### config.mk
export PLATFORM = sky130hd
export DESIGN_NAME = address_stillness_detector_core_flat
export DESIGN_NICKNAME = d
export VERILOG_FILES = /design/src/hdl/asd_pkg.sv /design/src/hdl/asd_if.sv /design/src/hdl/asd_judge.sv /design/src/hdl/address_stillness_detector_core.sv /design/src/flat_wrapper.sv
export SDC_FILE = /design/constraint.sdc
export NUM_CORES = 1
export LEC_CHECK = 0
export BUFFER_PORTS_ARGS = -buffer_cell sky130_fd_sc_hd__buf_2
export CORE_UTILIZATION = 46
export CTS_BUF_LIST = sky130_fd_sc_hd__clkbuf_8 sky130_fd_sc_hd__clkbuf_16
export DETAILED_ROUTE_END_ITERATION = 7
export GPL_TIMING_DRIVEN = 1
export PLACE_DENSITY = 0.68
export SYNTH_ARGS = -nofsm -noshare
export SYNTH_HDL_FRONTEND = slang
export SYNTH_SLANG_ARGS = --single-unit
### constraint.sdc
create_clock -name clock -period 16.3 [get_ports clock]
set_clock_uncertainty 0.15 [all_clocks]
set_input_delay 1.63 -clock clock [delete_from_list [all_inputs] [get_ports clock]]
set_output_delay 1.63 -clock clock [all_outputs]
set_load 0.01 [all_outputs]
### src/hdl/asd_pkg.sv
// ---------------------------------------------------------------------------
// asd_pkg
// Shared types and codes of the address stillness detector.
// ---------------------------------------------------------------------------
package asd_pkg;

   localparam int CSR_INDEX_WIDTH = 3;
   localparam int CSR_DATA_WIDTH  = 16;

   typedef enum logic [CSR_INDEX_WIDTH-1:0] {
      CSR_PITCH_HIGH = 3'd0,
      CSR_PITCH_LOW  = 3'd1,
      CSR_ROLL_HIGH  = 3'd2,
      CSR_ROLL_LOW   = 3'd3,
      CSR_MOTION_LIM = 3'd4,
      CSR_HOLD_TIME  = 3'd5
   } csr_index_type;

   typedef enum logic [1:0] {
      VERDICT_OUTSIDE    = 2'd0,
      VERDICT_MOVED      = 2'd1,
      VERDICT_SETTLING   = 2'd2,
      VERDICT_AT_ADDRESS = 2'd3
   } verdict_type;

   typedef struct packed {
      logic signed [15:0] pitch_high;
      logic signed [15:0] pitch_low;
      logic signed [15:0] roll_high;
      logic signed [15:0] roll_low;
      logic [15:0]        motion_limit;
      logic [15:0]        hold_time_ms;
   } cfg_type;

   localparam logic signed [15:0] RST_PITCH_HIGH = 16'sd23040;
   localparam logic signed [15:0] RST_PITCH_LOW  = -16'sd23040;
   localparam logic signed [15:0] RST_ROLL_HIGH  = 16'sd23040;
   localparam logic signed [15:0] RST_ROLL_LOW   = -16'sd23040;
   localparam logic [15:0]        RST_MOTION_LIM = 16'd640;
   localparam logic [15:0]        RST_HOLD_TIME  = 16'd1000;

endpackage

### src/hdl/asd_if.sv
// ---------------------------------------------------------------------------
// asd_req_if / asd_rsp_if
// Valid/ready channels for orientation samples and stillness results.
// ---------------------------------------------------------------------------
interface asd_req_if #(
   parameter int ANGLE_WIDTH = 16,
   parameter int STAMP_WIDTH = 32
);
   logic                          valid;
   logic                          ready;
   logic signed [ANGLE_WIDTH-1:0] pitch_angle;
   logic signed [ANGLE_WIDTH-1:0] roll_angle;
   logic signed [ANGLE_WIDTH-1:0] yaw_angle;
   logic [STAMP_WIDTH-1:0]        stamp_ms;

   modport source (output valid, pitch_angle, roll_angle, yaw_angle, stamp_ms,
                   input ready);
   modport sink   (input valid, pitch_angle, roll_angle, yaw_angle, stamp_ms,
                   output ready);
endinterface

interface asd_rsp_if;
   logic       valid;
   logic       ready;
   logic       at_address;
   logic [1:0] verdict;

   modport source (output valid, at_address, verdict, input ready);
   modport sink   (input valid, at_address, verdict, output ready);
endinterface

### src/hdl/asd_judge.sv
// ---------------------------------------------------------------------------
// asd_judge
// Window, drift and hold-time checks of one sample against the reference.
// ---------------------------------------------------------------------------
module asd_judge #(
   parameter int ANGLE_WIDTH = 16,
   parameter int STAMP_WIDTH = 32
) (
   input  logic signed [ANGLE_WIDTH-1:0] pitch_angle,
   input  logic signed [ANGLE_WIDTH-1:0] roll_angle,
   input  logic signed [ANGLE_WIDTH-1:0] yaw_angle,
   input  logic [STAMP_WIDTH-1:0]        stamp_ms,
   input  logic signed [ANGLE_WIDTH-1:0] ref_pitch,
   input  logic signed [ANGLE_WIDTH-1:0] ref_roll,
   input  logic signed [ANGLE_WIDTH-1:0] ref_yaw,
   input  logic [STAMP_WIDTH-1:0]        still_since_ms,
   input  logic                          ref_loaded,
   input  asd_pkg::cfg_type              cfg,
   output asd_pkg::verdict_type          verdict
);
   import asd_pkg::*;

   localparam int CW = (ANGLE_WIDTH > 16) ? ANGLE_WIDTH : 16;
   localparam int DW = ANGLE_WIDTH + 1;
   localparam int MW = (DW > 16) ? DW : 16;

   // exact |cur - ref_v| > lim, difference kept one bit wider
   function automatic logic drift_exceeds(input logic signed [ANGLE_WIDTH-1:0] cur,
                                          input logic signed [ANGLE_WIDTH-1:0] ref_v,
                                          input logic [15:0] lim);
      logic signed [DW-1:0] diff;
      logic [DW-1:0]        mag;
      diff = DW'(cur) - DW'(ref_v);
      mag  = diff[DW-1] ? DW'(-diff) : DW'(diff);
      return MW'(mag) > MW'(lim);
   endfunction

   logic signed [CW-1:0]   pitch_x;
   logic signed [CW-1:0]   roll_x;
   logic                   outside;
   logic                   moved;
   logic [STAMP_WIDTH-1:0] elapsed;

   always_comb begin
      pitch_x = CW'(pitch_angle);
      roll_x  = CW'(roll_angle);
      outside = (pitch_x > CW'($signed(cfg.pitch_high))) ||
                (pitch_x < CW'($signed(cfg.pitch_low)))  ||
                (roll_x  > CW'($signed(cfg.roll_high)))  ||
                (roll_x  < CW'($signed(cfg.roll_low)));
      moved   = !ref_loaded ||
                drift_exceeds(pitch_angle, ref_pitch, cfg.motion_limit) ||
                drift_exceeds(roll_angle, ref_roll, cfg.motion_limit) ||
                drift_exceeds(yaw_angle, ref_yaw, cfg.motion_limit);
      // wraps modulo the stamp width
      elapsed = stamp_ms - still_since_ms;
      priority if (outside) begin
         verdict = VERDICT_OUTSIDE;
      end else if (moved) begin
         verdict = VERDICT_MOVED;
      end else if (elapsed >= STAMP_WIDTH'(cfg.hold_time_ms)) begin
         verdict = VERDICT_AT_ADDRESS;
      end else begin
         verdict = VERDICT_SETTLING;
      end
   end

endmodule

### src/hdl/address_stillness_detector_core.sv
// ---------------------------------------------------------------------------
// address_stillness_detector_core
// Decides per orientation sample whether the club is held still at address.
//
// req_ch carries one sample per word: pitch, roll, yaw and a millisecond
// stamp. rsp_ch returns exactly one word per sample: at_address and a
// two-bit verdict (outside window, moved, settling, at address).
// A sample is captured in an input register; the checks and the reference
// update happen between that register and the result register, which
// drives rsp_ch. Throughput is one sample per cycle while the receiver
// takes results; the reference state loops back through the single check
// stage, so each sample sees its predecessor's update. A stalled receiver
// holds the result register; the input register still takes one more
// sample, then req_ch.ready drops until rsp_ch moves.
// csr_we writes csr_wdata to register csr_index (indexes above 5 ignored);
// write only while the block is idle.
// Reset restores the register defaults, empties both stages and forgets the
// reference, so the first sample after reset loads it.
// ---------------------------------------------------------------------------
module address_stillness_detector_core #(
   parameter int ANGLE_WIDTH = 16,
   parameter int STAMP_WIDTH = 32
) (
   input  logic                                 clock,
   input  logic                                 reset,
   asd_req_if.sink                              req_ch,
   asd_rsp_if.source                            rsp_ch,
   input  logic                                 csr_we,
   input  logic [asd_pkg::CSR_INDEX_WIDTH-1:0]  csr_index,
   input  logic [asd_pkg::CSR_DATA_WIDTH-1:0]   csr_wdata
);
   import asd_pkg::*;

   cfg_type cfg_ff;

   logic                          in_valid_ff;
   logic signed [ANGLE_WIDTH-1:0] in_pitch_ff;
   logic signed [ANGLE_WIDTH-1:0] in_roll_ff;
   logic signed [ANGLE_WIDTH-1:0] in_yaw_ff;
   logic [STAMP_WIDTH-1:0]        in_stamp_ff;

   logic signed [ANGLE_WIDTH-1:0] ref_pitch_ff;
   logic signed [ANGLE_WIDTH-1:0] ref_roll_ff;
   logic signed [ANGLE_WIDTH-1:0] ref_yaw_ff;
   logic [STAMP_WIDTH-1:0]        still_since_ff;
   logic                          ref_loaded_ff;

   logic                          out_valid_ff;
   verdict_type                   out_verdict_ff;

   verdict_type                   verdict;
   logic                          out_load;
   logic                          in_take;
   logic                          reload;

   assign out_load = in_valid_ff && (!out_valid_ff || rsp_ch.ready);
   assign in_take  = req_ch.valid && req_ch.ready;
   assign reload   = (verdict == VERDICT_OUTSIDE) || (verdict == VERDICT_MOVED);

   assign req_ch.ready      = !in_valid_ff || out_load;
   assign rsp_ch.valid      = out_valid_ff;
   assign rsp_ch.verdict    = out_verdict_ff;
   assign rsp_ch.at_address = (out_verdict_ff == VERDICT_AT_ADDRESS);

   always_ff @(posedge clock) begin
      if (reset) begin
         cfg_ff.pitch_high   <= RST_PITCH_HIGH;
         cfg_ff.pitch_low    <= RST_PITCH_LOW;
         cfg_ff.roll_high    <= RST_ROLL_HIGH;
         cfg_ff.roll_low     <= RST_ROLL_LOW;
         cfg_ff.motion_limit <= RST_MOTION_LIM;
         cfg_ff.hold_time_ms <= RST_HOLD_TIME;
      end else if (csr_we) begin
         unique case (csr_index)
            CSR_PITCH_HIGH: cfg_ff.pitch_high   <= csr_wdata;
            CSR_PITCH_LOW:  cfg_ff.pitch_low    <= csr_wdata;
            CSR_ROLL_HIGH:  cfg_ff.roll_high    <= csr_wdata;
            CSR_ROLL_LOW:   cfg_ff.roll_low     <= csr_wdata;
            CSR_MOTION_LIM: cfg_ff.motion_limit <= csr_wdata;
            CSR_HOLD_TIME:  cfg_ff.hold_time_ms <= csr_wdata;
            default: begin
            end
         endcase
      end
   end

   always_ff @(posedge clock) begin
      if (reset) begin
         in_valid_ff <= 1'b0;
      end else if (in_take) begin
         in_valid_ff <= 1'b1;
      end else if (out_load) begin
         in_valid_ff <= 1'b0;
      end
   end

   always_ff @(posedge clock) begin
      if (in_take) begin
         in_pitch_ff <= req_ch.pitch_angle;
         in_roll_ff  <= req_ch.roll_angle;
         in_yaw_ff   <= req_ch.yaw_angle;
         in_stamp_ff <= req_ch.stamp_ms;
      end
   end

   asd_judge #(
      .ANGLE_WIDTH (ANGLE_WIDTH),
      .STAMP_WIDTH (STAMP_WIDTH)
   ) u_judge (
      .pitch_angle    (in_pitch_ff),
      .roll_angle     (in_roll_ff),
      .yaw_angle      (in_yaw_ff),
      .stamp_ms       (in_stamp_ff),
      .ref_pitch      (ref_pitch_ff),
      .ref_roll       (ref_roll_ff),
      .ref_yaw        (ref_yaw_ff),
      .still_since_ms (still_since_ff),
      .ref_loaded     (ref_loaded_ff),
      .cfg            (cfg_ff),
      .verdict        (verdict)
   );

   // reference reloads on outside-window and moved verdicts
   always_ff @(posedge clock) begin
      if (reset) begin
         ref_loaded_ff <= 1'b0;
      end else if (out_load && reload) begin
         ref_loaded_ff <= 1'b1;
      end
   end

   always_ff @(posedge clock) begin
      if (out_load && reload) begin
         ref_pitch_ff   <= in_pitch_ff;
         ref_roll_ff    <= in_roll_ff;
         ref_yaw_ff     <= in_yaw_ff;
         still_since_ff <= in_stamp_ff;
      end
   end

   always_ff @(posedge clock) begin
      if (reset) begin
         out_valid_ff <= 1'b0;
      end else if (out_load) begin
         out_valid_ff <= 1'b1;
      end else if (rsp_ch.ready) begin
         out_valid_ff <= 1'b0;
      end
   end

   always_ff @(posedge clock) begin
      if (out_load) begin
         out_verdict_ff <= verdict;
      end
   end

`ifndef SYNTH
   a_ref_loaded_sticky: assert property (@(posedge clock) disable iff (reset)
      ref_loaded_ff |=> ref_loaded_ff)
      else $error("reference loaded flag dropped without reset");

   a_reload_captures_stamp: assert property (@(posedge clock) disable iff (reset)
      (out_load && reload) |=> (still_since_ff == $past(in_stamp_ff)))
      else $error("reload did not capture the sample stamp");

   a_empty_stage_ready: assert property (@(posedge clock) disable iff (reset)
      !in_valid_ff |-> req_ch.ready)
      else $error("input stage empty but not ready");

   a_settling_needs_ref: assert property (@(posedge clock) disable iff (reset)
      (out_load && !reload) |-> ref_loaded_ff)
      else $error("hold verdict without a loaded reference");
`endif

endmodule

### src/flat_wrapper.sv
// flat-port wrapper written by rule: the top's interface ports become plain ports
module address_stillness_detector_core_flat import asd_pkg::*;
#(
   parameter int ANGLE_WIDTH = 16,
   parameter int STAMP_WIDTH = 32
)
  (clock, reset, csr_we, csr_index, csr_wdata, req_ch_valid, req_ch_pitch_angle, req_ch_roll_angle, req_ch_yaw_angle, req_ch_stamp_ms, req_ch_ready, rsp_ch_valid, rsp_ch_at_address, rsp_ch_verdict, rsp_ch_ready);
  asd_req_if #(.ANGLE_WIDTH(ANGLE_WIDTH), .STAMP_WIDTH(STAMP_WIDTH)) req_ch_i ();
  asd_rsp_if rsp_ch_i ();
  input  logic clock;
  input  logic reset;
  input  logic csr_we;
  input  logic [asd_pkg::CSR_INDEX_WIDTH-1:0] csr_index;
  input  logic [asd_pkg::CSR_DATA_WIDTH-1:0] csr_wdata;
  input wire logic [$bits(req_ch_i.valid)-1:0] req_ch_valid;
  input wire logic [$bits(req_ch_i.pitch_angle)-1:0] req_ch_pitch_angle;
  input wire logic [$bits(req_ch_i.roll_angle)-1:0] req_ch_roll_angle;
  input wire logic [$bits(req_ch_i.yaw_angle)-1:0] req_ch_yaw_angle;
  input wire logic [$bits(req_ch_i.stamp_ms)-1:0] req_ch_stamp_ms;
  output wire logic [$bits(req_ch_i.ready)-1:0] req_ch_ready;
  output wire logic [$bits(rsp_ch_i.valid)-1:0] rsp_ch_valid;
  output wire logic [$bits(rsp_ch_i.at_address)-1:0] rsp_ch_at_address;
  output wire logic [$bits(rsp_ch_i.verdict)-1:0] rsp_ch_verdict;
  input wire logic [$bits(rsp_ch_i.ready)-1:0] rsp_ch_ready;
  assign req_ch_i.valid = req_ch_valid;
  assign req_ch_i.pitch_angle = req_ch_pitch_angle;
  assign req_ch_i.roll_angle = req_ch_roll_angle;
  assign req_ch_i.yaw_angle = req_ch_yaw_angle;
  assign req_ch_i.stamp_ms = req_ch_stamp_ms;
  assign req_ch_ready = req_ch_i.ready;
  assign rsp_ch_valid = rsp_ch_i.valid;
  assign rsp_ch_at_address = rsp_ch_i.at_address;
  assign rsp_ch_verdict = rsp_ch_i.verdict;
  assign rsp_ch_i.ready = rsp_ch_ready;
  address_stillness_detector_core #(.ANGLE_WIDTH(ANGLE_WIDTH), .STAMP_WIDTH(STAMP_WIDTH)) u_core (.clock(clock), .reset(reset), .req_ch(req_ch_i), .rsp_ch(rsp_ch_i), .csr_we(csr_we), .csr_index(csr_index), .csr_wdata(csr_wdata));
endmodule
==> results <==
- The run finished, with violations left.
- The checks that failed: design-rule violations.
- The met2 demand-to-capacity share in global routing is 37.8%.
- The number of nets handed over by synthesis was 2128.
- The sequential element share of the synthesized area is 40.9%.
- The via total after detailed routing is 13200.
- The number of hold violations in the final report is 0.
- In this run the tool buffered the top-level ports with 108 buffer cells.
- The synthesized netlist occupies a cell area of 16800 um2.
- The worst hold-check path type is register to register.
- Cells with a size suffix above 1 make up 9.17% of the layout.
- The mean area per synthesized cell is 9.25 um2.
- Measured along the x axis, the die boundary spans 193 um.
- Global routing used 21.6% of the available tracks across all layers.
- Using the TritonRoute via totals, the vias-per-cell ratio works out to 5.51.
- The layout has 3289 filler cells.
- The synthesized design contains 261 register bits.
- Summing the areas of all compound-gate instances in the mapped netlist gives 17.0% of the synthesized area.
- STA puts the critical path data arrival time at 6.07 ns.
- The simple-gate share of the synthesized area is 15.5%.
- The path with the worst hold slack has its endpoint at u_core.cfg_ff[26]$_SDFFE_PP0P_.
- The worst register-to-register path begins at u_core.in_roll_ff[0]$_DFFE_PP_.
- The area used by sequential logic in the layout is 6850 um2.
- The distinct cell type count of the synthesized netlist is 78.
- The global routing stage identified its most utilized layer as met2.
- The boundary pin count is 109.
- The xor/xnor cell area share of the yosys netlist is 4.65%.
- Row generation in the floorplan step produced 69 rows.
- In the synthesized netlist, the number of instances is 1812.
- In the final layout, the multi-input gates occupy 9000 um2.
- The worst setup path is of the register to register kind.
- The number of antenna violations at the first check in global routing came to 4.
- The mux cell area share after synthesis is 0.426%.
- The cell leakage power is 7.95 nW.
- The leading register cell type out of synthesis is sky130_fd_sc_hd__edfxtp_1.
- The detailed-routing iteration count for the pre-antenna-repair pass is 8.
- Yosys mapped a number of flops with a built-in enable equal to 162.
- During synthesis, Yosys emitted a total of 0 warnings.
- CTS placed an instance of sky130_fd_sc_hd__clkbuf_16 at the clock tree root.
- The die area is 37200 um2.
- STA puts the critical path data required time at 16.34 ns.
- The number of buffers on the longest clock path is 3.
- The clock reaches the later pin of the worst-skew pair after 0.59 ns.
- The clock buffer count from CTS is 30.
- The H-tree depth is 1.
- The largest fanout on the critical path is 78.
- For the worst flop-to-flop path, the logic depth is 24.
- The hold buffer count at CTS is 0.
- In the final design database the tool counted 2234 nets.
- The portion of the clock cycle consumed by the worst path in the final layout is 37.0%.
- The average routed wire per standard cell is 16.4 um.
- The worst setup path is captured at a register.
- The congestion estimate from routability-driven global placement came to 0.905.
- In this run the vertical extent of the chip is 193 um.
- VDD sags by at most 0.0934 mV.
- Counting instances, the worst hold path has a depth of 2.
- The setup-violating endpoint count in the final report is 0.
- The routed design has 39500 um of wire.
- Of the total synthesized cell area, the portion taken by full adders, half adders and majority gates is 16.0%.
- In this run the tightest slew margin relative to its limit is 18.0%.
- TritonCTS built the clock tree.
- After detailed routing, the number of remaining DRC violations is 2.
- The post-CTS repair timing setup buffer count is 0.
- The count of cells resized by post-cts repair is 0.
- Setup repair after global routing left no endpoint under its margin.
- The worst setup path is launched from a register.
- The number of global-route vias before repair is 12900.
- The half-perimeter wire length of the detailed placement result is 29700 um.
- For this run, the share of the core covered by cells in the final layout is 52.6%.
- The power density normalized to cell area is 98.2 nW/um2.
- The endpoint identified for the worst register-to-register timing path is u_core.still_since_ff[6]$_DFFE_PP_.
- The startpoint of the lowest-slack hold path is u_core.cfg_ff[26]$_SDFFE_PP0P_.
- The met3 routing resource usage after global routing is 3.69%.
- The number of slew-limit violations in the final report was 0.
- The count of antenna-violating nets left after detailed routing is 0.
- The core area is 35700 um2.
- The max-capacitance violation count is 0.
- Once the floorplan was initialized, standard cells occupied 46.9% of the core.
- The achievable clock frequency is 0.166 GHz.
- The global-route wire length before repair is 63700 um.
- The pin count of the biggest net entering global routing is 100.
- CTS saw 261 sinks.
- Clock-pin slew was measured on the worst setup and hold paths at 0.06 ns.
- The slack of the worst reg-to-reg path is 10.27 ns.
- After layout, the minimum clock period comes to 6.03 ns.
- For this run, global-route usage on met1 was measured as 26.1%.
- The DRC marker count from the first detailed-route iteration is 698.
- For this run the aggregate overflow at the end of global routing stands at 0.
- The share of synthesized registers carrying an async set or reset is 0%.
- After synthesis, the largest family of logic cells by area is compound AO/OA/AOI/OAI gates.
- After routing, the total negative slack on setup checks comes to 0 ns.
- The layout-stage area growth over the synthesis result is 12.2%.
- The overall power is 1.85 mW.
- The transition time of the tightest slew-check pin is 1.23 ns.
==> worst max-delay path: stages, from the launching register on <==
cell,delay (ns)
sky130_fd_sc_hd__edfxtp_1,0.39
sky130_fd_sc_hd__inv_1,0.09
sky130_fd_sc_hd__ha_1,0.16
sky130_fd_sc_hd__inv_1,0.06
sky130_fd_sc_hd__fa_1,0.41
sky130_fd_sc_hd__a21o_1,0.21
sky130_fd_sc_hd__a221oi_2,0.36
sky130_fd_sc_hd__a211o_1,0.22
sky130_fd_sc_hd__nand2_1,0.06
sky130_fd_sc_hd__a31oi_1,0.18
sky130_fd_sc_hd__o21ai_1,0.36
sky130_fd_sc_hd__nor2_1,0.24
sky130_fd_sc_hd__xnor2_1,0.15
sky130_fd_sc_hd__ha_1,0.27
sky130_fd_sc_hd__a21o_1,0.18
sky130_fd_sc_hd__a21oi_1,0.14
sky130_fd_sc_hd__nor2b_1,0.06
sky130_fd_sc_hd__o31ai_1,0.25
sky130_fd_sc_hd__nand4b_1,0.18
sky130_fd_sc_hd__a221oi_1,0.30
sky130_fd_sc_hd__o21a_1,0.19
sky130_fd_sc_hd__o211ai_2,0.17
sky130_fd_sc_hd__o21ai_2,0.21
sky130_fd_sc_hd__clkinv_2,0.12
sky130_fd_sc_hd__buf_4,0.45
==> metal layers <==
metal	up-vias	routed length (um)
met5	-	25
met3	109	1690
met1	6165	17100
met4	4	1640
li1	6677	-
met2	287	19100
==> worst max-delay path by stage <==
stage	from	to	slack [ns]	cells past startpoint
after floorplan	u_core.in_yaw_ff[0]$_DFFE_PP_	u_core.ref_pitch_ff[0]$_DFFE_PP_	10.13	23
after global placement	u_core.in_yaw_ff[0]$_DFFE_PP_	u_core.still_since_ff[10]$_DFFE_PP_	10.46	25
after detailed placement	u_core.in_yaw_ff[0]$_DFFE_PP_	u_core.still_since_ff[14]$_DFFE_PP_	10.31	23
after CTS	u_core.in_yaw_ff[0]$_DFFE_PP_	u_core.ref_pitch_ff[1]$_DFFE_PP_	10.27	23
after global routing	u_core.in_yaw_ff[0]$_DFFE_PP_	u_core.ref_yaw_ff[3]$_DFFE_PP_	9.72	24
final	u_core.in_roll_ff[0]$_DFFE_PP_	u_core.still_since_ff[6]$_DFFE_PP_	10.27	24
==> cell usage after synthesis (all sizes together) (5+ instances only) <==
library cell	n	area, um2
nand2	248	931
ha	208	2600
inv	205	769
a21oi	186	938
edfxtp	162	4860
dfxtp	99	1980
nor2	92	348
o21ai	66	334
xnor2	54	473
a21o	46	345
clkbuf	40	150
xor2	35	307
nand4	31	194
nand3	29	145
nand2b	26	163
a211o	25	219
nor2b	25	156
nor3	20	100
nand3b	15	113
o21a	15	113
a31oi	14	87.6
o211ai	14	110
a211oi	11	82.6
and3	11	68.8
or2	9	56.3
or3	9	56.3
and2	8	50.1
a221oi	7	67.6
mux2i	6	60.1
a2111oi	5	43.8
o211a	5	50.1
o31ai	5	37.5
or4	5	37.5
==> state kept, by name, indices dropped and copies added, names as in the netlist <==
signal and flops:
u_core.cfg_ff 96, u_core.in_pitch_ff 16, u_core.in_roll_ff 16, u_core.in_stamp_ff 32, u_core.in_valid_ff 1, u_core.in_yaw_ff 16, u_core.ref_loaded_ff 1, u_core.ref_pitch_ff 16
u_core.ref_roll_ff 16, u_core.ref_yaw_ff 16, u_core.rsp_ch.valid 1, u_core.rsp_ch.verdict 2, u_core.still_since_ff 32
==> report_power, final <==
part	switching, mW	internal [mW]
sequential	0.0177	0.734
clock	0.271	0.400
combinational	0.245	0.179
total	0.533	1.31
==> per-stage QoR <==
step / area, um2 / hold WS (ns) / instances / setup WS, ns
finish: 18800 / 0.305 / 2405 / 10.27
global route: 18800 / 0.318 / 2404 / 9.72
CTS: 18800 / 0.305 / 2403 / 10.27
detailed placement: 17800 / 0.291 / 2347 / 10.31
global placement: 17800 / 0.281 / 2347 / 10.46
floorplan: 16800 / 0.276 / 1812 / 10.13
==> area by class of cell <==
| class | count | share of cell area, % |
|---|---|---|
| flip-flops and latches | 261 | 36.4 |
| repair buffers | 115 | 3.15 |
| clock buffers | 34 | 4.29 |
| well taps | 461 | 3.07 |
| multi-input cells | 1305 | 47.9 |
| inverters | 205 | 4.10 |
| diodes | 2 | 0.0266 |
| clock inverters | 22 | 1.07 |
==> cell families (layout without fill, tap and decap cells) <==
group,count (synthesis),in the layout
buffers and inverters,246,376
multiplexers,7,7
AO/OA/AOI/OAI,448,448
flip-flops,261,261
other,0,2
AND/OR/NAND/NOR,549,549
XOR/XNOR,89,89
adder cells (fa/ha/maj),212,212
==> cell usage in the layout (no fill, tap or decap), types with 9 or more instances in the layout <==
cell type,Yosys,layout
sky130_fd_sc_hd__inv_1,205,216
sky130_fd_sc_hd__edfxtp_1,162,162
sky130_fd_sc_hd__nor2b_1,25,25
sky130_fd_sc_hd__nand4_1,31,31
sky130_fd_sc_hd__clkbuf_16,0,30
sky130_fd_sc_hd__a31oi_1,14,14
sky130_fd_sc_hd__ha_1,208,208
sky130_fd_sc_hd__a21oi_1,184,184
sky130_fd_sc_hd__nor3_1,20,18
sky130_fd_sc_hd__xor2_1,35,35
sky130_fd_sc_hd__nand3b_1,15,15
sky130_fd_sc_hd__xnor2_1,54,54
sky130_fd_sc_hd__nand2_1,248,248
sky130_fd_sc_hd__nand3_1,29,29
sky130_fd_sc_hd__dfxtp_1,99,99
sky130_fd_sc_hd__and3_1,11,11
sky130_fd_sc_hd__o211ai_1,13,13
sky130_fd_sc_hd__o21a_1,15,15
sky130_fd_sc_hd__a211oi_1,11,11
sky130_fd_sc_hd__nor2_1,91,91
sky130_fd_sc_hd__nand2b_1,26,26
sky130_fd_sc_hd__buf_2,1,108
sky130_fd_sc_hd__or3_1,9,9
sky130_fd_sc_hd__a211o_1,25,25
sky130_fd_sc_hd__o21ai_0,61,61
sky130_fd_sc_hd__a21o_1,46,46
Power figures use the tool's default switching activity.
